### config.mk
export PLATFORM = sky130hd
export DESIGN_NAME = bounded_list_store_unit
export DESIGN_NICKNAME = d
export VERILOG_FILES = /design/src/design/bls_pkg.sv /design/src/design/bounded_list_store_unit.sv
export VERILOG_INCLUDE_DIRS = /design/src /design/src/design
export SDC_FILE = /design/constraint.sdc
export NUM_CORES = 1
export LEC_CHECK = 0
export BUFFER_PORTS_ARGS = -buffer_cell sky130_fd_sc_hd__buf_2
export CORE_ASPECT_RATIO = 1.1
export CORE_MARGIN = 2
export CORE_UTILIZATION = 55
export CTS_CLUSTER_SIZE = 28
export DETAILED_ROUTE_END_ITERATION = 8
export MAX_ROUTING_LAYER = met4
export PLACE_DENSITY_LB_ADDON = 0.15
export SLEW_MARGIN = 20
export SYNTH_ARGS = -nofsm -noshare
export SYNTH_HDL_FRONTEND = slang
export SYNTH_SLANG_ARGS = --single-unit
### constraint.sdc
create_clock -name clk -period 6.5 [get_ports clk]
set_clock_uncertainty 0.2 [all_clocks]
set_input_delay 0.975 -clock clk [delete_from_list [all_inputs] [get_ports clk]]
set_output_delay 0.975 -clock clk [all_outputs]
set_load 0.01 [all_outputs]
### src/design/bounded_list_store_unit_assert.svh
// Assertion macros for the bounded list store unit.
`ifndef BOUNDED_LIST_STORE_UNIT_ASSERT_SVH
`define BOUNDED_LIST_STORE_UNIT_ASSERT_SVH
`ifndef SYNTH
// Property that must hold at every clock edge out of reset.
`define BLSU_ASSERT_ALWAYS(label, prop, msg) \
  label: assert property (@(posedge clk) disable iff (rst) (prop)) else $error(msg);
// Condition in one cycle implies a consequence in the next cycle.
`define BLSU_ASSERT_NEXT(label, ante, cons, msg) \
  label: assert property (@(posedge clk) disable iff (rst) (ante) |=> (cons)) else $error(msg);
`else
`define BLSU_ASSERT_ALWAYS(label, prop, msg)
`define BLSU_ASSERT_NEXT(label, ante, cons, msg)
`endif
`endif

### src/design/bls_pkg.sv
// Shared widths, command codes and status codes of the bounded list store.
package bls_pkg;

  localparam int CMD_W    = 3;
  localparam int VALUE_W  = 32;
  localparam int STATUS_W = 2;
  localparam int COUNT_W  = 5;

  typedef logic [CMD_W-1:0]    cmd_t;
  typedef logic [STATUS_W-1:0] status_t;

  // Command codes
  localparam cmd_t CMD_PUSH_FRONT = 3'd0;
  localparam cmd_t CMD_PUSH_BACK  = 3'd1;
  localparam cmd_t CMD_POP_FRONT  = 3'd2;
  localparam cmd_t CMD_POP_BACK   = 3'd3;
  localparam cmd_t CMD_REMOVE     = 3'd4;

  // Status codes
  localparam status_t ST_OK       = 2'd0;
  localparam status_t ST_EMPTY    = 2'd1;
  localparam status_t ST_FULL     = 2'd2;
  localparam status_t ST_NOTFOUND = 2'd3;

endpackage

### src/design/bounded_list_store_unit.sv
// Bounded deque of signed 32-bit words with remove-by-value.
//
// Usage: drive command and value and raise start; the word is taken at a
// rising edge where start is high and busy is low. Every command gives one
// result: done is high for exactly one cycle with status and count valid.
// The receiver cannot stall; it must take the result in that cycle.
// Push front/back and pop front/back finish at the accepting edge; done
// is high in the next cycle and busy never rises, so one of these commands
// can be taken every cycle.
// Remove by value scans the stored entries in order through one read port
// of the entry memory (one entry per cycle, registered read) and shifts
// the entries behind the hit forward through the write port in the same
// pass. busy stays high until the last stored entry has been read, and
// done rises at the edge where busy falls.
// A remove on an empty store finishes like a pop, with status empty.
// Reset (synchronous, active high) clears the front pointer, occupancy and
// the control state; the entry memory is not cleared and needs no sweep.
module bounded_list_store_unit #(
  parameter int DEPTH = 16
) (
  input  logic                          clk,
  input  logic                          rst,
  input  logic                          start,
  output logic                          busy,
  input  logic [bls_pkg::CMD_W-1:0]     command,
  input  logic signed [bls_pkg::VALUE_W-1:0] value,
  output logic                          done,
  output logic [bls_pkg::STATUS_W-1:0]  status,
  output logic [bls_pkg::COUNT_W-1:0]   count
);

  `include "bounded_list_store_unit_assert.svh"

  localparam int IDX_W = (DEPTH > 1) ? $clog2(DEPTH) : 1;
  localparam int CNT_W = $clog2(DEPTH + 1);
  localparam int SUM_W = CNT_W + 1;
  localparam logic [CNT_W-1:0] DEPTH_C = CNT_W'(DEPTH);
  localparam logic [IDX_W-1:0] LAST_IDX = IDX_W'(DEPTH - 1);

  // Controller states
  localparam logic S_IDLE = 1'b0;
  localparam logic S_SCAN = 1'b1;

  // Slot of a position counted from the front, wrapped at DEPTH
  function automatic logic [IDX_W-1:0] slot_of(input logic [IDX_W-1:0] base,
                                               input logic [CNT_W-1:0] pos);
    logic [SUM_W-1:0] sum;
    sum = SUM_W'(base) + SUM_W'(pos);
    if (sum >= SUM_W'(DEPTH)) begin
      sum = sum - SUM_W'(DEPTH);
    end
    return sum[IDX_W-1:0];
  endfunction

  // Entry memory: one write port, one registered read port
  logic signed [bls_pkg::VALUE_W-1:0] mem [DEPTH];
  logic signed [bls_pkg::VALUE_W-1:0] rdata;
  logic [IDX_W-1:0]                   raddr;
  logic [IDX_W-1:0]                   waddr;
  logic signed [bls_pkg::VALUE_W-1:0] wdata;
  logic                               we;

  // Control and payload registers
  logic                               state, state_next;
  logic [IDX_W-1:0]                   front, front_next;
  logic [CNT_W-1:0]                   occ, occ_next;
  logic [CNT_W-1:0]                   cpos, cpos_next;
  logic                               found, found_next;
  logic signed [bls_pkg::VALUE_W-1:0] key, key_next;
  logic                               done_next;
  logic [bls_pkg::STATUS_W-1:0]       status_next;

  logic [IDX_W-1:0]                   front_dec;
  logic [IDX_W-1:0]                   front_inc;
  logic                               hit_now;
  logic                               is_full;
  logic                               store_empty;

  // Terms for the checks
  logic                               take;
  logic                               remove_go;
  logic                               full_push;
  logic                               full_refused;

  assign busy        = (state == S_SCAN);
  assign front_dec   = (front == '0) ? LAST_IDX : front - IDX_W'(1);
  assign front_inc   = (front == LAST_IDX) ? '0 : front + IDX_W'(1);
  assign is_full     = (occ == DEPTH_C);
  assign store_empty = (occ == '0);
  assign hit_now     = found || (rdata == key);

  // Next-state logic
  always_comb begin
    state_next  = state;
    front_next  = front;
    occ_next    = occ;
    cpos_next   = cpos;
    found_next  = found;
    key_next    = key;
    done_next   = 1'b0;
    status_next = status;
    we          = 1'b0;
    waddr       = slot_of(front, cpos - CNT_W'(1));
    wdata       = rdata;
    raddr       = slot_of(front, cpos + CNT_W'(1));
    case (state)
      S_IDLE: begin
        // position 0 is read so a remove scan can start next cycle
        raddr = front;
        wdata = value;
        if (start) begin
          done_next   = 1'b1;
          status_next = bls_pkg::ST_OK;
          case (command)
            bls_pkg::CMD_PUSH_FRONT: begin
              if (is_full) begin
                status_next = bls_pkg::ST_FULL;
              end else begin
                front_next = front_dec;
                we         = 1'b1;
                waddr      = front_dec;
                occ_next   = occ + CNT_W'(1);
              end
            end
            bls_pkg::CMD_PUSH_BACK: begin
              if (is_full) begin
                status_next = bls_pkg::ST_FULL;
              end else begin
                we       = 1'b1;
                waddr    = slot_of(front, occ);
                occ_next = occ + CNT_W'(1);
              end
            end
            bls_pkg::CMD_POP_FRONT: begin
              if (store_empty) begin
                status_next = bls_pkg::ST_EMPTY;
              end else begin
                front_next = front_inc;
                occ_next   = occ - CNT_W'(1);
              end
            end
            bls_pkg::CMD_POP_BACK: begin
              if (store_empty) begin
                status_next = bls_pkg::ST_EMPTY;
              end else begin
                occ_next = occ - CNT_W'(1);
              end
            end
            bls_pkg::CMD_REMOVE: begin
              if (store_empty) begin
                status_next = bls_pkg::ST_EMPTY;
              end else begin
                done_next  = 1'b0;
                state_next = S_SCAN;
                cpos_next  = '0;
                found_next = 1'b0;
                key_next   = value;
              end
            end
            default: begin
              // unused codes leave the store as it is
            end
          endcase
        end
      end
      S_SCAN: begin
        // rdata holds position cpos; once the hit is behind us, shift forward
        we = found;
        if (cpos == occ - CNT_W'(1)) begin
          state_next  = S_IDLE;
          done_next   = 1'b1;
          status_next = hit_now ? bls_pkg::ST_OK : bls_pkg::ST_NOTFOUND;
          occ_next    = hit_now ? occ - CNT_W'(1) : occ;
        end else begin
          cpos_next  = cpos + CNT_W'(1);
          found_next = hit_now;
        end
      end
      default: begin
        state_next = S_IDLE;
      end
    endcase
  end

  // Entry memory
  always_ff @(posedge clk) begin
    if (we) begin
      mem[waddr] <= wdata;
    end
    rdata <= mem[raddr];
  end

  // Control registers
  always_ff @(posedge clk) begin
    if (rst) begin
      state <= S_IDLE;
      front <= '0;
      occ   <= '0;
      done  <= 1'b0;
      found <= 1'b0;
      cpos  <= '0;
    end else begin
      state <= state_next;
      front <= front_next;
      occ   <= occ_next;
      done  <= done_next;
      found <= found_next;
      cpos  <= cpos_next;
    end
  end

  // Payload registers
  always_ff @(posedge clk) begin
    key    <= key_next;
    status <= status_next;
    count  <= bls_pkg::COUNT_W'(occ_next);
  end

  // Checks
  assign take         = start && !busy;
  assign remove_go    = take && (command == bls_pkg::CMD_REMOVE) && !store_empty;
  assign full_push    = take && is_full && ((command == bls_pkg::CMD_PUSH_FRONT) ||
                                            (command == bls_pkg::CMD_PUSH_BACK));
  assign full_refused = done && (status == bls_pkg::ST_FULL) && is_full;

  `BLSU_ASSERT_ALWAYS(a_occ_bound, occ <= DEPTH_C, "occupancy above depth")
  `BLSU_ASSERT_ALWAYS(a_done_idle, !(done && busy), "result strobe during a scan")
  `BLSU_ASSERT_ALWAYS(a_scan_pos, !busy || (cpos < occ), "scan position past last entry")
  `BLSU_ASSERT_NEXT(a_remove_scan, remove_go, busy && !done, "remove did not start a scan")
  `BLSU_ASSERT_NEXT(a_full_status, full_push, full_refused, "push into full store not refused")

endmodule

**Word-level counts from Yosys, hierarchy flattened**

Memories as Yosys holds them, arrays and structs flattened. A register that Yosys moved wholly into a read port is not among the register bits.
Cells that the tools add are included.
Widths: inputs -> output; s select.

- Memories: 1
- Output and inout bits: 9
- Register bits after elaboration: 56
- RAM bits: 512

Memories:

| name | depth | bits a word | rd ports | clocked after Yosys merged registers in | write ports | line | source |
|---|---|---|---|---|---|---|---|
| mem | 16 | 32 | 1 | 1 | 1 | bounded_list_store_unit.sv:56 | `logic signed [bls_pkg::VALUE_W-1:0] mem [DEPTH];` |

- Eq/ne operators: 15
- $lt $le $gt $ge: 3
- Muxes and demuxes: 55
- Add/sub/neg operators: 12
- Reductions and logical operators: 12
- Bitwise operators: 2

Operators with widths:

| cell | count |
|---|---|
| $mux 4 | 12 |
| $mux 5 | 9 |
| $eq 32x32->1 | 1 |
| $mux 32 | 1 |
| $pmux 5 s2 | 3 |
| $add 4x5->6 | 3 |
| $ge 6x5->1 const B | 3 |
| $mux 1 | 18 |
| $pmux 4 s2 | 2 |
| $sub 4x1->4 const B | 4 |
| $ne 2x2->1 const B | 6 |
| $add 5x1->5 const B | 2 |
| $sub 5x1->5 const B | 2 |
| $mux 2 | 4 |
| $pmux 1 s2 | 4 |
| $pmux 2 s2 | 2 |
| $reduce_and 4->1 | 2 |
| $eq 3x2->1 const B | 2 |
| $eq 5x5->1 | 1 |
| $eq 5x5->1 const B | 1 |
| $logic_not 5->1 | 1 |
| $reduce_and 5->1 | 1 |
| $add 4x1->4 const B | 1 |
| $eq 4x4->1 const B | 1 |
| other kinds (11) | 13 |

**Longest topological paths before layout**

Gate-level depths: netlist (run 1).

- Word-level depth: 8
- Depth in mapped cells: 11
- Mapped depth without buffers: 10

**Worst setup path after synthesis (run 1)**

Ideal clock, no wire load.

- Kind: in2reg
- From: input command[2] in the netlist's numbering
- To: memory mem[1][0] in the netlist's numbering (enable)
- Setup slack: 1.330 ns
- Stages: 6
- Arrival time: 4.509 ns
- Setup time: 0.461 ns
- Data required time: 5.839 ns
- Cell sequence: or2_2 a311oi_2 nor2_1 or2_2 clkbuf_1 nor3_1

- Cells in the longest elaborated chain, start to end: 7
- Elaborated cells between the ends (all ways): 11

Ends and longest elaborated chain:

| item | line | source |
|---|---|---|
| from (decl) | bounded_list_store_unit.sv:25 | `input logic [bls_pkg::CMD_W-1:0] command,` |
| $eq 3x1->1 / $logic_not 3->1 (equally long branches) | bounded_list_store_unit.sv:114 | `case (command)` |
| $reduce_or 2->1 (no source line) | n/a |  |
| $mux 1 | n/a |  |
| $mux 1 | bounded_list_store_unit.sv:111 | `if (start) begin` |
| $pmux 1 s2 | bounded_list_store_unit.sv:106 | `case (state)` |
| $mux 1 | bounded_list_store_unit.sv:187 | `if (we) begin` |
| $mux 1 (not written as such) | bounded_list_store_unit.sv:188 | `mem[waddr] <= wdata;` |
| to (decl) | bounded_list_store_unit.sv:56 |  |

Parallel ways exist; a longest one is shown, timed or not.

**Worst setup path after layout (run 1)**

- From: register state (netlist: busy)
- To: register rdata[14] in the netlist's numbering, read port of mem

- Cells in the longest elaborated chain, start to end: 1

Ends and longest elaborated chain:

| item | line | source |
|---|---|---|
| from (decl) | bounded_list_store_unit.sv:64 | `logic state, state_next;` |
| from (signal assigned) | bounded_list_store_unit.sv:203 | `state <= state_next;` |
| $mux 4 | bounded_list_store_unit.sv:106 |  |
| to (decl) | bounded_list_store_unit.sv:57 | `logic signed [bls_pkg::VALUE_W-1:0] rdata;` |

Every way passes these cells.
A chain may end at the register's enable or synchronous reset.

==> metrics, run 1 <==
status finished clean; wire length per cell 23.57 um; Routability Congestion 0.8548; Leak Pwr 8.932 nW; RSZ-0062 raised after global routing false; post-synthesis instance total 1711; fraction of layout instances using a drive strength above 1 0.1490; cts-stage hold buffer count 0; Layout area overhead 12.12%; Final TNS setup 0 ns; first-pass GRT wire length 85.15 mm; most common cell in the netlist sky130_fd_sc_hd__edfxtp_1; post-detailed-route count of antenna-violating nets 0; unique cell type count in the Yosys netlist 61; class of the tightest hold or removal check in2reg; post-synthesis register bit count 600; worst-path maximum fanout 210; start point of the critical path busy; clock transition at the register clock pins on the worst setup and hold paths after CTS 0.07 ns; Vias 14230; final net count 1808; placed cell areas 0.02568 sq mm; dominant cell type by area after synthesis sky130_fd_sc_hd__edfxtp_1; Net Count, Synth 1767; startpoint type of the worst setup path flip-flop; count of flip-flops with a built-in enable after synthesis 546; number of sinks driven by the clock tree 600; peak supply drop 0.3054 mV; Max-slew headroom 0.1611; violation count after the first detailed-route iteration 1123; Max Cap Viol 0; Final Hold Vio Count 0; Yosys warning count 0; share of async-settable or async-resettable flops after synthesis 0; sum of buffers and inverters on the critical path 3; Final min period 4.394 ns; post-synth top area share 0.6671; All-Layer GR Usage 0.2560; Finished Cell Area 0.02755 sq mm; number of iterations in the first detailed-routing pass 5; worst-case clock buffer depth 3; initial core utilization 0.5549; Required @ worst endpoint 6.80 ns; sequential standard cell area 0.01748 sq mm; commonest cells in the netlist sky130_fd_sc_hd__edfxtp_1 (546), sky130_fd_sc_hd__nand2_1 (276), sky130_fd_sc_hd__a31oi_1 (133); final HPWL from detailed placement 32.98 mm; number of cell rows 81; CTS H-tree depth 2; critical path class reg2reg; worst reg2reg path startpoint busy; top area cells in the synthesized netlist sky130_fd_sc_hd__edfxtp_1 (67%), sky130_fd_sc_hd__dfxtp_1 (4.4%), sky130_fd_sc_hd__nand2_1 (4.2%); postcts setup bufs 0; die width 205.6 um; number of fillers in the final layout 3224; fin crit share 0.6760; later-pin clock latency in the skew report 0.63 ns; Slowest cell on crit path sky130_fd_sc_hd__dfxtp_2; post-detailed-route DRC marker count 0; CP top delay family buffers and inverters; total die area 0.04639 sq mm; number of global-route vias before repair 13928; area occupied by multi-input gates 0.006778 sq mm; global route total overflow 0; part of the Yosys area used for sequential elements 0.7111; die outline height 225.7 um; clock buffers created by TritonCTS 58; post-synthesis instance area 0.02458 sq mm; Mapped Avg Cell Area 14.36 sq um; crit path capture type flip-flop; via-per-instance ratio 5.979; I/O Pins 47; Worst-Margin Slew 1.258 ns; launch instance of the worst min-delay path value[8]; TritonCTS clock tree done; worst stage delay on the critical path 0.83 ns; largest net degree at the start of global routing 211; power density over the cells 306.7 mW/mm^2; PortBufs 46; post-cts resize count 0; Setup-failing EPs final 0; WL final 56.10 mm; number of antenna violations at the first check in global routing 0; fmax 0.2276 GHz; ordered cell list for the critical path buf_4 > inv_1 > nor2_1 > a21oi_4 > buf_12 > a211oi_1 > a31oi_1 > mux4_2; root buffer selected by CTS sky130_fd_sc_hd__clkbuf_16; number of max-slew violations in the final report 0; total inserted antenna cells 0; Primary FF master, synth sky130_fd_sc_hd__edfxtp_1; Critical Path AT 4.69 ns; Core Region 0.04429 sq mm
[final cells by class]
| class | count | area share |
|---|---|---|
| clock buffers | 79 | 0.05708 |
| clock inverters | 28 | 0.008764 |
| flip-flops and latches | 600 | 0.6343 |
| repair buffers | 90 | 0.02570 |
| multi-input cells | 989 | 0.2460 |
| inverters | 13 | 0.001771 |
| well taps | 581 | 0.02638 |
[state kept, by name (all words and copies together) (netlist names)]
signal	cells
rdata	32
occ	5
cpos	5
done	1
front	4
busy	1
mem	512
count	5
key	32
found	1
status	2
[placed cells by master, fill, tap and decap left out, types with 4 or more instances in the layout]
cell type	synthesis	final
sky130_fd_sc_hd__xnor2_1	50	49
sky130_fd_sc_hd__nand3_1	7	7
sky130_fd_sc_hd__and2_0	14	14
sky130_fd_sc_hd__clkbuf_16	0	60
sky130_fd_sc_hd__a211oi_1	131	131
sky130_fd_sc_hd__clkinv_1	0	11
sky130_fd_sc_hd__buf_4	1	35
sky130_fd_sc_hd__and2_1	115	115
sky130_fd_sc_hd__a31oi_1	133	133
sky130_fd_sc_hd__xor2_1	10	10
sky130_fd_sc_hd__nor2_1	37	28
sky130_fd_sc_hd__a21oi_1	18	17
sky130_fd_sc_hd__clkinv_2	0	8
sky130_fd_sc_hd__nor3_1	19	11
sky130_fd_sc_hd__nor3_2	0	8
sky130_fd_sc_hd__dfxtp_1	54	53
sky130_fd_sc_hd__or2_2	4	4
sky130_fd_sc_hd__inv_1	13	13
sky130_fd_sc_hd__clkbuf_1	84	19
sky130_fd_sc_hd__mux2_2	33	33
sky130_fd_sc_hd__nand4_1	13	13
sky130_fd_sc_hd__mux2i_1	7	6
sky130_fd_sc_hd__nand2b_1	7	7
sky130_fd_sc_hd__mux4_2	32	32
sky130_fd_sc_hd__ha_1	15	15
sky130_fd_sc_hd__buf_16	0	6
sky130_fd_sc_hd__edfxtp_1	546	546
sky130_fd_sc_hd__nor2_4	0	9
sky130_fd_sc_hd__buf_2	11	46
sky130_fd_sc_hd__nand2_1	276	276
sky130_fd_sc_hd__o21ai_0	13	13
sky130_fd_sc_hd__nor4_1	5	5
[kinds of logic after synthesis]
kind of cell	share of synthesized area
flip-flops	0.7111
AO/OA/AOI/OAI	0.08981
AND/OR/NAND/NOR	0.1007
multiplexers	0.04730
XOR/XNOR	0.02138
buffers and inverters	0.01965
adder cells (fa/ha/maj)	0.01008
[power breakdown]
group          internal [mW]  switching [mW]
sequential              4.32          0.0631
combinational          0.302           0.536
clock                   1.81            1.41
[per-stage QoR]
| step | hold WS (ns) | total power [mW] | std cells | setup WS, ns | util |
|---|---|---|---|---|---|
| 5_1_grt | 0.3205 | 8.734 | 2380 | 1.904 | 0.6221 |
| 3_5_place_dp | 0.3450 | 5.307 | 2271 | 1.843 | 0.5799 |
| 3_3_place_gp | 0.3425 | 5.290 | 2265 | 1.835 | 0.5768 |
| 2_1_floorplan | 0.3023 | 5.019 | 1711 | 1.330 | - |
| 6_report | 0.3359 | 8.451 | 2380 | 2.106 | 0.6221 |
| 4_1_cts | 0.3045 | 8.507 | 2378 | 2.201 | 0.6209 |
[layer usage]
layer | GRT usage | wire length (um)
met5 | - | 0
met4 | 0.08819 | 1680
met3 | 0.03564 | 2591
met2 | 0.4183 | 28040
met1 | 0.3316 | 23780
[path summary, 6_finish.rpt]
check              endpoint  slack, ns  cells past startpoint
setup reg to reg  rdata[14]       2.11                      8
hold reg to reg     cpos[4]       0.36                      2
setup / recovery  rdata[14]       2.11                      8
hold / removal       key[8]       0.34                      1
No activity file was read; power rests on OpenSTA's default activity.
==> run 2, diff against run 1 <==
Settings changed: ABC_AREA from default to 1.
Clock period 6.5 ns to 3.85 ns, I/O delays scaled along.
==> run 2 against run 1 <==
Net effect: combinational power is 43% higher; highest routed layer unchanged; synthesized cell count is 28% higher; first-iteration DRC count is 33% higher; die area is 2.6% higher.
==> metrics, run 2 <==
status finished clean; number of iterations in the first detailed-routing pass 7; number of sinks driven by the clock tree 600; violation count after the first detailed-route iteration 1490; I/O Pins 47; WL final 56.83 mm; global route hottest layer met2; top area cells in the synthesized netlist sky130_fd_sc_hd__edfxtp_1 (65%), sky130_fd_sc_hd__o21ai_0 (5.3%), sky130_fd_sc_hd__a21oi_1 (4.9%); Critical Path AT 3.80 ns; highest-count cells in the layout ignoring fill and taps sky130_fd_sc_hd__edfxtp_1 (546), sky130_fd_sc_hd__nand2_1 (313), sky130_fd_sc_hd__inv_1 (309), sky130_fd_sc_hd__o21ai_0 (267), sky130_fd_sc_hd__a21oi_1 (248); number of max-slew violations in the final report 0; count of flip-flops with a built-in enable after synthesis 546; TritonCTS clock tree done; commonest cells in the netlist sky130_fd_sc_hd__edfxtp_1 (546), sky130_fd_sc_hd__nand2_1 (313), sky130_fd_sc_hd__inv_1 (310); sequential standard cell area 0.01748 sq mm; area occupied by multi-input gates 0.006112 sq mm; post-synthesis instance area 0.02522 sq mm; post-layout utilization of the core 0.6367; met2 track utilization from global routing 0.3901; total power draw 14.66 mW; critical path class reg2reg; worst-case clock buffer depth 3; post-synthesis instance total 2184; Required @ worst endpoint 4.13 ns; power density over the cells 506.5 mW/mm^2; final net count 2336; post-detailed-route count of antenna-violating nets 0; launch instance of the worst min-delay path start; Final Hold Vio Count 0; clock buffers created by TritonCTS 60; Net Count, Synth 2240; post-synth top area share 0.6500; met3 layer usage reported by global route 0.03820; number of global-route vias before repair 15410; dominant cell type by area after synthesis sky130_fd_sc_hd__edfxtp_1; Core Region 0.04545 sq mm; CTS H-tree depth 2; Max-slew headroom 0.4312; Final min period 3.514 ns; startpoint type of the worst setup path flip-flop; end point of the most critical hold path done; Worst Hold Depth 3; reg-to-reg critical path endpoint rdata[31]; leading cell type in the layout, fill and taps excluded sky130_fd_sc_hd__edfxtp_1; later-pin clock latency in the skew report 0.63 ns; fmax 0.2845 GHz; Leak Pwr 11.00 nW; ordered cell list for the critical path inv_1 > ha_1 > fa_1 > nand2_1 > o21ai_1 > inv_6 > buf_12 > a21oi_1 > o21ai_0 > nand2_1 > o21ai_0 > o21ai_1; setup slack, reg-to-reg 0.34 ns; crit path capture type flip-flop; most common cell in the netlist sky130_fd_sc_hd__edfxtp_1; global route total overflow 0; via-per-instance ratio 5.523; largest registers mem x512, key x32, rdata x32; fin crit share 0.9128; share of async-settable or async-resettable flops after synthesis 0; number of cell rows 82; postcts setup bufs 0; PortBufs 46; Mapped Avg Cell Area 11.55 sq um; unique cell type count in the Yosys netlist 41; flip-flop count of the largest register, all copies and words added 512; All-Layer GR Usage 0.2495; post-detailed-route DRC marker count 0; Primary FF master, synth sky130_fd_sc_hd__edfxtp_1; RSZ-0062 raised after global routing false; Reg with most FFs mem; worst reg2reg path startpoint cpos[0]; Slowest cell on crit path sky130_fd_sc_hd__o21ai_0; part of the Yosys area used for sequential elements 0.6929; wire length per cell 19.46 um; initial core utilization 0.5550; worst stage delay on the critical path 0.55 ns; number of fillers in the final layout 3456; Yosys warning count 0; die outline height 228.6 um; Worst-Margin Slew 0.8533 ns; total die area 0.04759 sq mm; final HPWL from detailed placement 32.85 mm; met1 capacity usage during global routing 0.3437; worst-path maximum fanout 61; total inserted antenna cells 0; Vias 16127; root buffer selected by CTS sky130_fd_sc_hd__clkbuf_16; Max Cap Viol 0; post-synthesis register bit count 600; largest net degree at the start of global routing 197; number of cells traversed by the worst register-to-register path 12; Layout area overhead 14.72%; clock transition at the register clock pins on the worst setup and hold paths after CTS 0.06 ns; number of antenna violations at the first check in global routing 0; fraction of layout instances using a drive strength above 1 0.1098; class of the tightest hold or removal check in2reg; peak supply drop 0.4484 mV; Routability Congestion 0.9036; die width 208.2 um; Setup-failing EPs final 0; first-pass GRT wire length 88.42 mm
[run 2: routing by layer]
layer	part of all wire	wire length [um]
met1	0.44	25270
met2	0.47	26930
met3	0.058	3271
met4	0.024	1360
met5	0	0
[run 2: cell families after synthesis]
logic type,synth area share
compound gates,0.1399
xor+xnor,0.01553
fa+ha+maj,0.009822
buf+inv,0.07024
flops,0.6929
simple gates,0.07168
[run 2: what timing repair did]
item / CTS / global route
gates resized for setup: 0 / 0
endpoints found under the hold margin: 32 / 0
hold buffers: 32 / 0
[run 2: area by class of cell]
type	instances	area share
multi-input cells	1149	0.2112
repair buffers	153	0.04626
flip-flops and latches	600	0.6040
well taps	588	0.02542
inverters	316	0.04125
clock inverters	43	0.01639
clock buffers	71	0.05547
[run 2: critical path, delay by kind of cell, from the launching register on]
kind,cells,cell delay [ns]
compound gates,5,0.94
fa+ha+maj,2,0.86
buf+inv,3,0.80
flops,1,0.42
simple gates,2,0.13
[run 2: worst max path at each step]
stage | from | to | slack, ns | cells after the start
floorplan | cpos[0] | mem[10][0] | -0.14 | 12
finish | cpos[0] | rdata[31] | 0.34 | 12
detailed placement | cpos[0] | rdata[31] | 0.36 | 12
CTS | cpos[0] | rdata[11] | 0.35 | 12
global placement | cpos[0] | mem[3][19] | 0.40 | 12
global route | cpos[0] | rdata[31] | 0.13 | 12
[run 2: stage by stage]
| stage | hold WS, ns | area [sq um] | instances | setup TNS [ns] | worst slack, ns |
|---|---|---|---|---|---|
| after global routing | 0.08045 | 28940 | 2920 | 0 | 0.1344 |
| after floorplan | 0.2672 | 25250 | 2184 | -17.52 | -0.1368 |
| final | 0.09587 | 28940 | 2920 | 0 | 0.3356 |
| after CTS | 0.05376 | 28940 | 2920 | 0 | 0.3458 |
| after detailed placement | 0.3183 | 26540 | 2774 | 0 | 0.3598 |
| after global placement | 0.3092 | 26540 | 2774 | 0 | 0.4002 |
[run 2: report_power, final]
group	total (mW)	internal (mW)	switching, mW	leakage (nW)
registers	7.35	7.28	0.0724	5.37
logic	1.20	0.382	0.817	4.61
clock network	6.11	3.64	2.47	1.03
==> run 3, diff against run 2 <==
Settings changed: CTS_BUF_LIST from default to sky130_fd_sc_hd__clkbuf_8 sky130_fd_sc_hd__clkbuf_16.
==> run 3 against run 2 <==
Net effect: critical path depth is the same; largest cell class unchanged; largest power group unchanged; design area stayed put; count of clock-buffer cells in the layout is 7 lower; global-route usage is the same; critical endpoint unchanged; routed wire length about the same; cell count stayed put; combinational power hardly changed; worst setup slack got worse by 0.0072 ns; highest routed layer unchanged; clock power is essentially flat; fmax down 0.21%; sequential cell count unchanged; sequential share of layout area stayed put.
==> metrics, run 3 (synthesis results as in run 2) <==
Final Hold Vio Count 0; start point of the critical path cpos[0]; largest net degree at the start of global routing 197; worst reg2reg path startpoint cpos[0]; highest-count cells in the layout ignoring fill and taps sky130_fd_sc_hd__edfxtp_1 (546), sky130_fd_sc_hd__inv_1 (316), sky130_fd_sc_hd__nand2_1 (313), sky130_fd_sc_hd__o21ai_0 (267), sky130_fd_sc_hd__a21oi_1 (248); I/O Pins 47; leading cell type in the layout, fill and taps excluded sky130_fd_sc_hd__edfxtp_1; Routability Congestion 0.9036; WL final 56.85 mm; number of cells traversed by the worst register-to-register path 12; post-detailed-route count of antenna-violating nets 0; reg-to-reg critical path endpoint rdata[31]; total die area 0.04759 sq mm; global route total overflow 0; violation count after the first detailed-route iteration 1497; die width 208.2 um; number of iterations in the first detailed-routing pass 7; fin crit share 0.9147; All-Layer GR Usage 0.2495; crit path capture type flip-flop; number of sinks driven by the clock tree 600; Core Region 0.04545 sq mm; wire length per cell 19.47 um; Reg with most FFs mem; initial core utilization 0.5550; endpoint of the worst setup timing path rdata[31]; TritonCTS clock tree done; number of global-route vias before repair 15410; total power draw 14.64 mW; clock buffers created by TritonCTS 60; final HPWL from detailed placement 32.85 mm; placed cell areas 0.02654 sq mm; class of the tightest hold or removal check in2reg; Required @ worst endpoint 4.13 ns; setup slack, reg-to-reg 0.33 ns; root buffer selected by CTS sky130_fd_sc_hd__clkbuf_16; number of max-slew violations in the final report 0; number of cell rows 82; Vias 16106; RSZ-0062 raised after global routing false; Layout area overhead 14.72%; number of antenna violations at the first check in global routing 0; critical path class reg2reg; Leak Pwr 11.03 nW; worst-case clock buffer depth 3; status finished clean; Worst-Margin Slew 0.8546 ns; flip-flop count of the largest register, all copies and words added 512; power density over the cells 505.8 mW/mm^2; total inserted antenna cells 0; Critical Path AT 3.80 ns; post-detailed-route DRC marker count 0; startpoint type of the worst setup path flip-flop; largest registers mem x512, key x32, rdata x32; first-pass GRT wire length 88.42 mm; worst-path maximum fanout 61; post-layout utilization of the core 0.6367; Max-slew headroom 0.4302; die outline height 228.6 um; post-cts resize count 0; later-pin clock latency in the skew report 0.63 ns; Setup-failing EPs final 0; CTS H-tree depth 2; Final min period 3.522 ns; fraction of layout instances using a drive strength above 1 0.1098; Max Cap Viol 0; PortBufs 46; fmax 0.2840 GHz; clock transition at the register clock pins on the worst setup and hold paths after CTS 0.06 ns; peak supply drop 0.4483 mV; final net count 2336; via-per-instance ratio 5.516; Finished Cell Area 0.02894 sq mm
-- run 3: changes by cell type in the layout (fill, tap and decap cells not counted), sizes merged --
cell and change:
inv +7, clkbuf -7
-- run 3: per-stage QoR --
| stage | setup TNS (ns) | cells | worst slack [ns] | hold WS, ns |
|---|---|---|---|---|
| floorplan | -17.52 | 2184 | -0.1368 | 0.2672 |
| detailed placement | 0 | 2774 | 0.3598 | 0.3183 |
| CTS | 0 | 2920 | 0.3458 | 0.05357 |
| global placement | 0 | 2774 | 0.4002 | 0.3092 |
| finish | 0 | 2920 | 0.3283 | 0.09548 |
| global route | 0 | 2920 | 0.1344 | 0.08025 |
-- run 3: worst min-delay path by stage --
stage | startpoint | cells after the start | slack (ns) | end
5_1_grt | start | 3 | 0.08 | done
3_5_place_dp | found | 2 | 0.32 | found
2_1_floorplan | found | 2 | 0.27 | found
3_3_place_gp | cpos[0] | 1 | 0.31 | cpos[0]
6_report | start | 3 | 0.1 | done
4_1_cts | start | 3 | 0.05 | done
-- run 3: metal layers --
layer / vias to the layer above / global-route usage / wire length (um)
li1: 7816 / - / -
met1: 7726 / 0.3437 / 25260
met2: 457 / 0.3901 / 26910
met3: 107 / 0.03820 / 3315
met4: 0 / 0.07082 / 1370
met5: - / - / 0
-- run 3: what timing repair did --
item | in CTS | in global routing
setup buffers | 0 | 0
hold buffers | 32 | 0
hold endpoints to repair | 32 | 0
-- run 3: power breakdown --
part           internal (mW)  switching, mW
registers               7.28         0.0725
clock network           3.62           2.47
logic                  0.382          0.818
-- run 3: final cells by class --
cell class                      instances  area (sq um)
Tap cell                              588         735.7
Inverter                              316          1194
Clock inverter                         50         500.5
Fill cell                            3456         16510
Clock buffer                           64          1579
Multi-Input combinational cell       1149          6112
Timing Repair Buffer                  153          1339
Sequential cell                       600         17480
-- run 3: critical path: stages (launching register included) --
cell and delay [ns]:
sky130_fd_sc_hd__dfxtp_1 0.42, sky130_fd_sc_hd__inv_1 0.13, sky130_fd_sc_hd__ha_1 0.41, sky130_fd_sc_hd__fa_1 0.45, sky130_fd_sc_hd__nand2_1 0.07, sky130_fd_sc_hd__o21ai_1 0.13
sky130_fd_sc_hd__inv_6 0.43, sky130_fd_sc_hd__buf_12 0.24, sky130_fd_sc_hd__a21oi_1 0.05, sky130_fd_sc_hd__o21ai_0 0.08, sky130_fd_sc_hd__nand2_1 0.06, sky130_fd_sc_hd__o21ai_0 0.55
sky130_fd_sc_hd__o21ai_1 0.13
